===== config.mk =====
export PLATFORM = sky130hd
export DESIGN_NAME = packed_2bpp_row_writer_top
export DESIGN_NICKNAME = d
export VERILOG_FILES = /design/src/p2rw_pkg.sv /design/src/packed_2bpp_row_writer_top.sv
export SDC_FILE = /design/constraint.sdc
export NUM_CORES = 1
export LEC_CHECK = 0
export ABC_AREA = 1
export BUFFER_PORTS_ARGS = -buffer_cell sky130_fd_sc_hd__buf_2
export CAP_MARGIN = 40
export CORE_ASPECT_RATIO = 1.75
export CORE_MARGIN = 2
export CORE_UTILIZATION = 60
export CTS_CLUSTER_SIZE = 25
export DETAILED_ROUTE_END_ITERATION = 8
export PLACE_DENSITY = 0.77
export SYNTH_ARGS = -nofsm -noshare
export SYNTH_HDL_FRONTEND = slang
export SYNTH_SLANG_ARGS = --single-unit

===== constraint.sdc =====
create_clock -name clock -period 7.2 [get_ports clock]
set_input_delay 1.44 -clock clock [delete_from_list [all_inputs] [get_ports clock]]
set_output_delay 1.44 -clock clock [all_outputs]
set_load 0.01 [all_outputs]

===== src/p2rw_pkg.sv =====
// Package for the packed 2-bit-per-pixel row writer: request, response and
// work-stage types, command and operation codes, pixel slot masks.
// No dependencies.
`default_nettype none

package p2rw_pkg;

   // field widths fixed by the interface
   localparam int ADDR_W = 6;
   localparam int POS_W  = 9;

   // request commands
   localparam logic [1:0] CMD_BLIT = 2'd0;
   localparam logic [1:0] CMD_FILL = 2'd1;
   localparam logic [1:0] CMD_READ = 2'd2;

   // configuration register indexes
   localparam logic [1:0] CSR_INK  = 2'd0;
   localparam logic [1:0] CSR_DARK = 2'd1;
   localparam logic [1:0] CSR_PALE = 2'd2;

   // threshold reset values
   localparam logic [7:0] INK_RESET  = 8'd42;
   localparam logic [7:0] DARK_RESET = 8'd127;
   localparam logic [7:0] PALE_RESET = 8'd212;

   // stored pixel levels, inverse to brightness
   localparam logic [1:0] LVL_PAPER = 2'd0;
   localparam logic [1:0] LVL_PALE  = 2'd1;
   localparam logic [1:0] LVL_DARK  = 2'd2;
   localparam logic [1:0] LVL_INK   = 2'd3;

   // operations held in the work stage
   localparam logic [1:0] OP_BLIT = 2'd0;
   localparam logic [1:0] OP_FILL = 2'd1;
   localparam logic [1:0] OP_READ = 2'd2;
   localparam logic [1:0] OP_CLIP = 2'd3;

   // pixel slot masks, leftmost pixel in the high bits
   localparam logic [7:0] MASK_SLOT0 = 8'hc0;
   localparam logic [7:0] MASK_SLOT1 = 8'h30;
   localparam logic [7:0] MASK_SLOT2 = 8'h0c;
   localparam logic [7:0] MASK_SLOT3 = 8'h03;

   typedef struct packed {
      logic [1:0] command;
      logic [7:0] x_position;
      logic [8:0] run_width;
      logic [7:0] luma;
      logic [1:0] fill_value;
      logic       first_pixel;
      logic       last_pixel;
      logic [5:0] read_address;
   } req_type;

   typedef struct packed {
      logic [5:0] byte_address;
      logic [7:0] byte_data;
      logic       last_of_run;
      logic       clipped;
   } rsp_type;

   // one operation in the read-modify-write stage
   typedef struct packed {
      logic [1:0]        kind;
      logic [ADDR_W-1:0] cur;
      logic [1:0]        slot;
      logic [1:0]        val;
      logic              emit;
      logic              clip;
      logic              oor;
      logic [7:0]        fill_x;
      logic [POS_W-1:0]  fill_lim;
      logic [ADDR_W-1:0] last_byte;
   } work_type;

   function automatic logic [7:0] slot_mask(input logic [1:0] slot);
      logic [7:0] m;
      unique case (slot)
         2'd0:    m = MASK_SLOT0;
         2'd1:    m = MASK_SLOT1;
         2'd2:    m = MASK_SLOT2;
         default: m = MASK_SLOT3;
      endcase
      return m;
   endfunction

endpackage

`default_nettype wire


===== src/packed_2bpp_row_writer_top.sv =====
// Top level of the packed 2-bit-per-pixel row writer: row memory with valid
// bits, read-modify-write stage with forwarding, result register.
// Depends on p2rw_pkg.
//
//   port group   dir   handshake            payload
//   req_         in    req_valid/req_stall  p2rw_pkg::req_type
//   rsp_         out   rsp_valid/rsp_stall  p2rw_pkg::rsp_type
//   csr_         in    csr_write            csr_index, csr_data
//
// A blit or read is taken at one request per cycle, a fill at one byte per cycle
// it touches, unless a full result register stalls; the row memory reads at
// acceptance, writes from the work stage and forwards same-byte reads. Reset clears
// the row valid bits directly: no clearing pass. A full result register under stall
// holds a work-stage operation that has a result to give, and the request side.
`default_nettype none

module packed_2bpp_row_writer_top #(
   parameter int ROW_BYTES = 64
) (
   input  wire                 clock,
   input  wire                 reset,
   input  wire                 req_valid,
   output logic                req_stall,
   input  p2rw_pkg::req_type   req_payload,
   output logic                rsp_valid,
   input  wire                 rsp_stall,
   output p2rw_pkg::rsp_type   rsp_payload,
   input  wire                 csr_write,
   input  wire [1:0]           csr_index,
   input  wire [7:0]           csr_data
);
   import p2rw_pkg::*;

   localparam int AW = (ROW_BYTES > 1) ? $clog2(ROW_BYTES) : 1;
   localparam logic [POS_W-1:0]  ROW_PIXELS = POS_W'(ROW_BYTES * 4);
   localparam logic [ADDR_W-1:0] LAST_BYTE  = ADDR_W'(ROW_BYTES - 1);
   localparam logic [ADDR_W:0]   ROW_BYTES_W = (ADDR_W + 1)'(ROW_BYTES);

   localparam logic ST_IDLE = 1'b0;
   localparam logic ST_WORK = 1'b1;

   // thresholds and strip state
   logic [7:0]       ink_thr_ff, ink_thr_in;
   logic [7:0]       dark_thr_ff, dark_thr_in;
   logic [7:0]       pale_thr_ff, pale_thr_in;
   logic [POS_W-1:0] next_position_ff, next_position_in;
   logic             strip_active_ff, strip_active_in;
   logic             state_ff, state_in;
   work_type         work_ff, work_in;

   // row memory and its read side
   logic [7:0]           row_mem [ROW_BYTES];
   logic [ROW_BYTES-1:0] valid_ff;
   logic [7:0]           mem_q_ff;
   logic                 vld_q_ff;
   logic                 fwd_ff;
   logic [7:0]           fwd_data_ff;

   // result register
   logic    rsp_valid_ff, rsp_valid_in;
   rsp_type rsp_ff, rsp_in;

   // request decode
   logic             accept;
   logic             has_work;
   work_type         new_work;
   logic [POS_W-1:0] pos;
   logic             pos_past;
   logic [POS_W:0]   fill_end;
   logic             fill_clip;
   logic             fill_past_start;
   logic [POS_W-1:0] fill_lim;
   logic [POS_W-1:0] lim_m1;
   logic [1:0]       level;

   // work stage
   logic              fire;
   logic              more;
   logic              done;
   logic              need_out;
   logic              out_space;
   logic              writes;
   logic [7:0]        eff_byte;
   logic [7:0]        mask;
   logic [7:0]        new_byte;
   logic [ADDR_W-1:0] rd_addr;
   logic              rd_en;
   logic [AW-1:0]     rd_idx;
   logic [AW-1:0]     wr_idx;
   logic              wr_en;
   logic [7:0]        pix;

   // handshake
   assign out_space = !rsp_valid_ff || !rsp_stall;
   assign need_out  = (work_ff.kind != OP_BLIT) || work_ff.emit;
   assign more      = (work_ff.kind == OP_FILL) && (work_ff.cur != work_ff.last_byte);
   assign fire      = (state_ff == ST_WORK) && (!need_out || out_space);
   assign done      = fire && !more;
   assign req_stall = !((state_ff == ST_IDLE) || done);
   assign accept    = req_valid && !req_stall;

   // quantize luma to a stored level
   always_comb begin
      if (req_payload.luma <= ink_thr_ff) begin
         level = LVL_INK;
      end else if (req_payload.luma <= dark_thr_ff) begin
         level = LVL_DARK;
      end else if (req_payload.luma <= pale_thr_ff) begin
         level = LVL_PALE;
      end else begin
         level = LVL_PAPER;
      end
   end

   // position and run limits of the incoming request
   always_comb begin
      pos = (req_payload.first_pixel || !strip_active_ff) ?
            {1'b0, req_payload.x_position} : next_position_ff;
      pos_past        = pos >= ROW_PIXELS;
      fill_end        = {2'b00, req_payload.x_position} + {1'b0, req_payload.run_width};
      fill_clip       = fill_end > {1'b0, ROW_PIXELS};
      fill_past_start = {1'b0, req_payload.x_position} >= ROW_PIXELS;
      fill_lim        = fill_clip ? ROW_PIXELS : fill_end[POS_W-1:0];
      lim_m1          = fill_lim - POS_W'(1);
   end

   // build the work-stage operation
   always_comb begin
      new_work           = '0;
      new_work.kind      = OP_CLIP;
      new_work.cur       = LAST_BYTE;
      new_work.fill_x    = req_payload.x_position;
      new_work.fill_lim  = fill_lim;
      new_work.last_byte = lim_m1[7:2];
      has_work           = 1'b1;
      unique case (req_payload.command)
         CMD_BLIT: begin
            if (pos_past) begin
               new_work.clip = 1'b1;
            end else begin
               new_work.kind = OP_BLIT;
               new_work.cur  = pos[7:2];
               new_work.slot = pos[1:0];
               new_work.val  = level;
               new_work.emit = (pos[1:0] == 2'd3) || req_payload.last_pixel;
            end
         end
         CMD_FILL: begin
            if (req_payload.run_width == '0) begin
               has_work = 1'b0;
            end else if (fill_past_start) begin
               new_work.clip = 1'b1;
            end else begin
               new_work.kind = OP_FILL;
               new_work.cur  = req_payload.x_position[7:2];
               new_work.val  = req_payload.fill_value;
               new_work.clip = fill_clip;
            end
         end
         CMD_READ: begin
            new_work.kind = OP_READ;
            new_work.cur  = req_payload.read_address;
            new_work.oor  = {1'b0, req_payload.read_address} >= ROW_BYTES_W;
         end
         default: begin
            has_work = 1'b0;
         end
      endcase
   end

   // control state next values
   always_comb begin
      next_position_in = next_position_ff;
      strip_active_in  = strip_active_ff;
      if (accept && (req_payload.command == CMD_BLIT)) begin
         strip_active_in  = !req_payload.last_pixel;
         next_position_in = pos_past ? ROW_PIXELS : pos + POS_W'(1);
      end

      state_in = state_ff;
      if (accept) begin
         state_in = has_work ? ST_WORK : ST_IDLE;
      end else if (done) begin
         state_in = ST_IDLE;
      end

      work_in = work_ff;
      if (accept) begin
         work_in = new_work;
      end else if (fire && more) begin
         work_in.cur = work_ff.cur + ADDR_W'(1);
      end
   end

   // configuration writes
   always_comb begin
      ink_thr_in  = ink_thr_ff;
      dark_thr_in = dark_thr_ff;
      pale_thr_in = pale_thr_ff;
      if (csr_write) begin
         unique case (csr_index)
            CSR_INK:  ink_thr_in  = csr_data;
            CSR_DARK: dark_thr_in = csr_data;
            CSR_PALE: pale_thr_in = csr_data;
            default:  ;
         endcase
      end
   end

   // merge the pixel or run into the byte read for this operation
   always_comb begin
      if (work_ff.oor) begin
         eff_byte = '0;
      end else if (fwd_ff) begin
         eff_byte = fwd_data_ff;
      end else if (vld_q_ff) begin
         eff_byte = mem_q_ff;
      end else begin
         eff_byte = '0;
      end

      if (work_ff.kind == OP_FILL) begin
         mask = '0;
         for (int s = 0; s < 4; s++) begin
            pix = {work_ff.cur, 2'(s)};
            if ((pix >= work_ff.fill_x) && ({1'b0, pix} < work_ff.fill_lim)) begin
               mask = mask | slot_mask(2'(s));
            end
         end
      end else begin
         pix  = '0;
         mask = slot_mask(work_ff.slot);
      end

      new_byte = (eff_byte & ~mask) | ({4{work_ff.val}} & mask);
      writes   = (work_ff.kind == OP_BLIT) || (work_ff.kind == OP_FILL);
      wr_en    = fire && writes;
      wr_idx   = work_ff.cur[AW-1:0];
   end

   // memory read address: next fill byte or the new request's byte
   always_comb begin
      rd_addr = (fire && more) ? work_ff.cur + ADDR_W'(1) : new_work.cur;
      rd_en   = accept || (fire && more);
      rd_idx  = rd_addr[AW-1:0];
   end

   // result register
   always_comb begin
      rsp_in       = rsp_ff;
      rsp_valid_in = rsp_valid_ff && rsp_stall;
      if (fire && need_out) begin
         rsp_valid_in        = 1'b1;
         rsp_in.byte_address = work_ff.cur;
         rsp_in.byte_data    = writes ? new_byte : eff_byte;
         rsp_in.last_of_run  = !more;
         rsp_in.clipped      = work_ff.clip;
      end
   end

   // control registers
   always_ff @(posedge clock) begin
      if (reset) begin
         ink_thr_ff       <= INK_RESET;
         dark_thr_ff      <= DARK_RESET;
         pale_thr_ff      <= PALE_RESET;
         next_position_ff <= '0;
         strip_active_ff  <= 1'b0;
         state_ff         <= ST_IDLE;
         rsp_valid_ff     <= 1'b0;
         valid_ff         <= '0;
      end else begin
         ink_thr_ff       <= ink_thr_in;
         dark_thr_ff      <= dark_thr_in;
         pale_thr_ff      <= pale_thr_in;
         next_position_ff <= next_position_in;
         strip_active_ff  <= strip_active_in;
         state_ff         <= state_in;
         rsp_valid_ff     <= rsp_valid_in;
         if (wr_en) begin
            valid_ff[wr_idx] <= 1'b1;
         end
      end
   end

   // payload registers
   always_ff @(posedge clock) begin
      work_ff <= work_in;
      rsp_ff  <= rsp_in;
   end

   // row memory: one write, one registered read, same-byte forwarding
   always_ff @(posedge clock) begin
      if (wr_en) begin
         row_mem[wr_idx] <= new_byte;
      end
      if (rd_en) begin
         mem_q_ff    <= row_mem[rd_idx];
         vld_q_ff    <= valid_ff[rd_idx];
         fwd_ff      <= wr_en && (wr_idx == rd_idx);
         fwd_data_ff <= new_byte;
      end
   end

   assign rsp_valid   = rsp_valid_ff;
   assign rsp_payload = rsp_ff;

   // no new request while a fill still has bytes to go
   a_no_accept_mid_fill: assert property (@(posedge clock) disable iff (reset)
      (state_ff == ST_WORK && more) |-> !accept)
      else $error("request accepted during a fill run");

   // writes stay inside the row
   a_write_in_row: assert property (@(posedge clock) disable iff (reset)
      wr_en |-> ({1'b0, work_ff.cur} < ROW_BYTES_W))
      else $error("row write beyond the last byte");

   // fill cursor never passes the run's last byte
   a_fill_cursor: assert property (@(posedge clock) disable iff (reset)
      (state_ff == ST_WORK && work_ff.kind == OP_FILL) |-> (work_ff.cur <= work_ff.last_byte))
      else $error("fill cursor past last byte");

   // running position never passes the row end
   a_position_bound: assert property (@(posedge clock) disable iff (reset)
      next_position_ff <= ROW_PIXELS)
      else $error("blit position beyond row end");

endmodule

`default_nettype wire

Word-level counts from Yosys, hierarchy flattened:

Memory sizes are Yosys's and may differ from the RTL's. A register that Yosys moved wholly into a read port is not among the register bits.
Index checks and enable logic that the tools add are counted.

* add/sub/neg operators: 4
* $lt $le $gt $ge: 16
* equal/unequal tests: 10
* multiplexer cells: 47
* bitwise operators: 10
* reduce and logical (&&, ||, !) cells: 43

Operator list (count)
* 8-bit 2-to-1 mux: 18
* 64-bit bitwise OR: 1
* 8-bit one-hot mux with 3 select lines: 2
* 8-bit by 9-bit less-than comparator with 1-bit output: 4
* 8-bit >= comparator: 4
* 8-bit bitwise OR: 4
* 9-bit 2-to-1 mux: 3
* 8-bit less-or-equal comparator: 3
* 6-bit 2-to-1 mux: 3
* 8-bit bitwise AND: 2
* 1-bit logical AND: 15
* 6-bit by 7-bit less-than comparator with 1-bit output, second input constant: 2
* 13-bit 2-to-1 mux: 1
* 1-bit 2-to-1 mux: 12
* 8-bit by 9-bit adder with 10-bit output: 1
* 10-bit by 9-bit greater-than comparator with 1-bit output, second input constant: 1
* 9-bit by 1-bit adder with 9-bit output, second input constant: 1
* 9-bit >= comparator, second input constant: 1
* 9-bit logical NOT: 1
* 2-bit by 1-bit == test with 1-bit output, second input constant: 4
* 2-bit == test, second input constant: 4
* 2-bit logical NOT: 4
* 1-bit logical OR: 8
* 8-bit NOT: 1
* 15 further kinds: 30

* flip-flop bits (word level): 163
* RAM bits: 512
* bits of input ports: 52
* output and inout bits: 18
* logic and storage cells: 155
* memories: 1

Memory list
* row_mem: depth 64, bits a word 8, rd ports 1, clocked after memory_dff 1, wr ports 1, RTL line packed_2bpp_row_writer_top.sv:52 `logic [7:0] row_mem [ROW_BYTES];`

Logic depth before layout (Yosys ltp):

* word-level depth: 17
* mapped depth: 19
* mapped depth without buffers: 17

Least setup slack after synthesis:

OpenSTA, ideal clock, no wires.

* path type: reg-to-reg
* start: register work_ff (netlist bit wr_idx[3])
* end: register fwd_data_ff[4] (data pin)
* setup time: 0.719 ns
* data arrival time: 4.272 ns
* required time: 6.481 ns
* path slack: 2.209 ns
* stages on the path, launching flop included: 8
* path buffers: 0
* period minus slack after synthesis: 4.991 ns
* path through: edfxtp_1 ha_1 a21oi_1 nor2_1 a211oi_1 nand2_1 a32o_1 o21ai_0

* cells in the longest elaborated chain, start to end: 13
* elaborated cells between the ends (all ways): 21
* classes of those cells: 6 x order compare; 6 x mux; 6 x bitwise; 3 x reduce/logical

Ends and longest elaborated chain
* start, declared: RTL line packed_2bpp_row_writer_top.sv:49 `work_type work_ff, work_in;`
* start signal, assigned: RTL line packed_2bpp_row_writer_top.sv:288 `work_ff <= work_in;`
* 8-bit by 9-bit less-than comparator with 1-bit output or 8-bit >= comparator (tied branches): RTL line packed_2bpp_row_writer_top.sv:226 `if ((pix >= work_ff.fill_x) && ({1'b0, pix} < work_ff.fill_lim)) begin`
* 1-bit logical AND: RTL line packed_2bpp_row_writer_top.sv:226
* 8-bit 2-to-1 mux: RTL line packed_2bpp_row_writer_top.sv:226
* 8-bit 2-to-1 mux: RTL line packed_2bpp_row_writer_top.sv:222 `if (work_ff.kind == OP_FILL) begin`
* 8-bit bitwise OR: RTL line packed_2bpp_row_writer_top.sv:227 `mask = mask | slot_mask(2'(s));`
* 8-bit 2-to-1 mux: RTL line packed_2bpp_row_writer_top.sv:226
* 8-bit 2-to-1 mux: RTL line packed_2bpp_row_writer_top.sv:222
* 8-bit bitwise OR: RTL line packed_2bpp_row_writer_top.sv:227
* 8-bit 2-to-1 mux (*): RTL line packed_2bpp_row_writer_top.sv:226
* 8-bit 2-to-1 mux (*): RTL line packed_2bpp_row_writer_top.sv:222
* 8-bit NOT: RTL line packed_2bpp_row_writer_top.sv:235 `new_byte = (eff_byte & ~mask) | ({4{work_ff.val}} & mask);`
* 8-bit bitwise AND: RTL line packed_2bpp_row_writer_top.sv:235
* 8-bit bitwise OR (*): RTL line packed_2bpp_row_writer_top.sv:235
* net new_byte[4]: RTL line packed_2bpp_row_writer_top.sv:85 `logic [7:0] new_byte;`
* end signal, assigned: RTL line packed_2bpp_row_writer_top.sv:301 `fwd_data_ff <= new_byte;`
* end, declared: RTL line packed_2bpp_row_writer_top.sv:57 `logic [7:0] fwd_data_ff;`

Mark *: on every way through the listed nets, which the timed path passes. The rest lies on a longest branch. The select of a mux whose other input is x is not followed.
A chain may end at the register's enable or synchronous reset.

Worst setup path after layout:

* start: register work_ff (netlist bit wr_idx[5])
* end: register mem_q_ff[0] (read register of row_mem) (data pin)

* cells in the longest elaborated chain, start to end: 7
* elaborated cells between the ends (all ways): 10
* classes of those cells: 1 x add/sub; 1 x eq/ne; 1 x mux; 7 x reduce/logical

Ends and longest elaborated chain
* parallel branches: the longest is 7 deep, another holds 6-bit by 1-bit adder with 6-bit output
* end, declared: RTL line packed_2bpp_row_writer_top.sv:54 `logic [7:0] mem_q_ff;`

Several ways; the timed one is not identified.

==> flow_summary.toml <==
[power]
power.leakage_nw = 14.1
ir_drop_mv = 0.245
powerDensity_nw_per_um2 = 265
power_mw = 9.20

[logic_synthesis]
synth_area_per_cell_um2 = 9.99
syn_area_um2 = 31500
synthAdderAreaFrac_pct = 2.01
synth_top_family_by_area = "simple AND/OR/NAND/NOR gates"
syn_inst = 3157
ys_warn_count = 0
synth-main-ff-cell = "edfxtp_1"
synth-compound-area-share_pct = 3.52
synthSimpleGateAreaFrac_pct = 24.1
synth-seq-cells = 683
synth-xor-area-share_pct = 0.361
synth_mux_area_share_pct = 0
synth_cell_type_count = 45
synth_edf_count = 583
syn_nets = 3259
synth-seq-area-share_pct = 61.9
ys_async_sr_fraction_pct = 0

[worst_setup_path]
crit_type = "flop to flop"
r2r_slack_ns = 2.30
reg2reg_depth = 15
worstSetupStartpoint = "wr_idx[5]$_DFFE_PP_"
r2r_end = "mem_q_ff[0]$_DFFE_PP_"
setup.worst_path.end = "mem_q_ff[0]$_DFFE_PP_"
crit_fanout = 195
r2r_start = "wr_idx[5]$_DFFE_PP_"
worstSetupStartpointType = "flop"
arrival_ns = 5.27
crit_path_end_kind = "flop"
required_ns = 7.57

[floorplanning]
die_w_um = 177
fp.dieH_um = 307
dieArea_um2 = 54500
coreArea_um2 = 52200
initial_utilization_pct = 60.4
ios = 70
num_rows = 111

[detailed_routing]
drc = 0
drt_first_pass_iters = 6
drt-total-wl_mm = 87.3
drt_iter0_markers = 2543
vias = 23600
ant_nets = 0
vias_per_cell = 6.05
routedWlPerCell_um = 22.4

[clock_network]
cts_root_buf = "clkbuf_16"
cts.path.max_buffers = 3
cts_resized = 0
cts_max_level = 2
cts_setup_buffers = 0
cts_made_buffers = 56
clock_latency_ns = 0.62
cts_tree = "done"
clk_pin_slew_worst_paths_ns = 0.07
postCtsHoldBufs = 0
cts_sinks = 683

[sta]
final.setup.tns_ns = 0
finalHoldViolCount = 0
slew_headroom_pct = 27.8
rsz0062_at_grt = "false"
setup_viol = 0
period_minus_slack_ns = 4.90
fmax_ghz = 0.204
tightest_slew_ns = 1.08
hold_ws_ns = 0.438
final_max_slew_viol_count = 0
fin_crit_sh_pct = 68.1
fin_worst_skew_ns = 0.0165

[grt]
grt_pass1_vias = 23500
grt_max_degree = 196
grt_pass1_wl_mm = 131
grt_overflow_total = 0
antenna_found_initial = 1
grtUsageTotal_pct = 32.0

[final_layout]
layout-drive-gt1-share_pct = 7.85
final_common_cell = "nand3_1"
syn_to_final_growth_pct = 10.1
fin_nets = 3276
utilization_pct = 66.5
n_antenna_cell = 0
final_cell_mix = "nand3_1, edfxtp_1, nand2_1, inv_1, nand3b_1"

[min_path]
hold_path.class = "flop to flop"

[status]
outcome = "complete, no violations"

[place]
place.port_buffers = 69
hpwl_mm = 54.8
place.gp.congestion = 0.955

[flow_run]
drv_cap = 0
per-layer routing:
metal / routed length (µm) / global-route usage (%)
met1: 28300 / 34.4
met2: 44800 / 55.9
met3: 6610 / 4.64
met4: 7580 / 24.8
met5: 0 / 0
cells in the mapped netlist, types with 3 or more instances:
cell type,number,share of area [%]
o21bai_1,3,0.071
ha_1,49,1.9
o21a_1,4,0.095
nor2_1,200,2.4
o22ai_1,3,0.060
inv_1,457,5.4
o211ai_1,14,0.33
nand3_1,618,9.8
nor3_1,13,0.21
edfxtp_1,583,56
clkinv_1,7,0.083
o21ai_0,96,1.5
buf_1,13,0.15
or2_2,4,0.079
nand2_1,504,6.0
buf_6,3,0.11
buf_2,98,1.6
dfxtp_1,100,6.3
a22oi_1,9,0.21
inv_2,7,0.083
nand3b_1,219,5.2
nand2_2,4,0.079
o21ai_1,4,0.063
nand4_1,9,0.18
nor2_2,3,0.060
o31ai_1,4,0.095
a21oi_1,46,0.73
buf_4,7,0.17
xor2_1,11,0.31
clkbuf_1,45,0.54
area by class of cell:
cell class                      count  area, µm²
Clock buffer                       80       1710
Fill cell                        3877      17500
Clock inverter                     26        337
Sequential cell                   683      19500
Multi-Input combinational cell   1837       9590
Timing Repair Buffer              125        945
Tap cell                          678        848
Inverter                          471       1770
flip-flops by register name (all words and copies together) (netlist names):
register	cells
wr_idx	6
valid_ff	64
rsp_payload	16
rsp_valid	1
fwd_data_ff	8
ink_thr_ff	8
work_ff	31
row_mem	512
next_position_ff	9
strip_active_ff	1
vld_q_ff	1
mem_q_ff	8
state_ff	1
pale_thr_ff	8
dark_thr_ff	8
fwd_ff	1
power breakdown:
| group | total, mW | switching, mW | leakage (nW) | internal (mW) |
|---|---|---|---|---|
| sequential | 4.56 | 0.0509 | 6.14 | 4.51 |
| combinational | 1.31 | 0.978 | 6.95 | 0.331 |
| clock | 3.34 | 1.43 | 0.998 | 1.91 |
| total | 9.20 | 2.46 | 14.1 | 6.75 |
through the flow:
| step | std cells | area (µm²) | setup WS [ns] |
|---|---|---|---|
| final | 3900 | 34700 | 2.30 |
| after detailed placement | 3792 | 32600 | 1.70 |
| after floorplan | 3157 | 31500 | 2.21 |
| after global routing | 3900 | 34700 | 2.02 |
| after CTS | 3898 | 34700 | 2.33 |
| after global placement | 3766 | 32300 | 1.48 |
worst min path at each step:
| stage | to | slack, ns | from | cells past startpoint |
|---|---|---|---|---|
| floorplan | rsp_payload[0]$_DFFE_PP_ | 0.40 | work_ff[24]$_DFFE_PP_ | 0 |
| global placement | rsp_payload[0]$_DFFE_PP_ | 0.41 | work_ff[24]$_DFFE_PP_ | 0 |
| detailed placement | rsp_payload[0]$_DFFE_PP_ | 0.41 | work_ff[24]$_DFFE_PP_ | 0 |
| CTS | rsp_payload[0]$_DFFE_PP_ | 0.44 | work_ff[24]$_DFFE_PP_ | 0 |
| global route | rsp_payload[0]$_DFFE_PP_ | 0.46 | work_ff[24]$_DFFE_PP_ | 0 |
| finish | rsp_payload[0]$_DFFE_PP_ | 0.44 | work_ff[24]$_DFFE_PP_ | 0 |
cell families after synthesis:
logic type,after synthesis
AOI/OAI and AO/OA,196
xor gates and xnor gates,13
adders and majority gates,50
buffers and inverters,637
DFF,683
and+or+nand+nor,1578
critical path, stage by stage, from the launching register on:
cell	delay, ns
edfxtp_1	0.69
inv_1	0.34
o21ai_1	0.20
nor2_1	0.08
nand3_2	0.17
nand3_2	0.27
nand2_4	0.23
buf_12	0.55
buf_4	0.79
nand3b_1	0.15
nand3_1	0.14
nand3_1	0.21
nand3_1	0.21
nand3_1	0.20
nand3_1	0.17
nand2_1	0.08
Note: power is estimated with default switching activity, not from simulation.
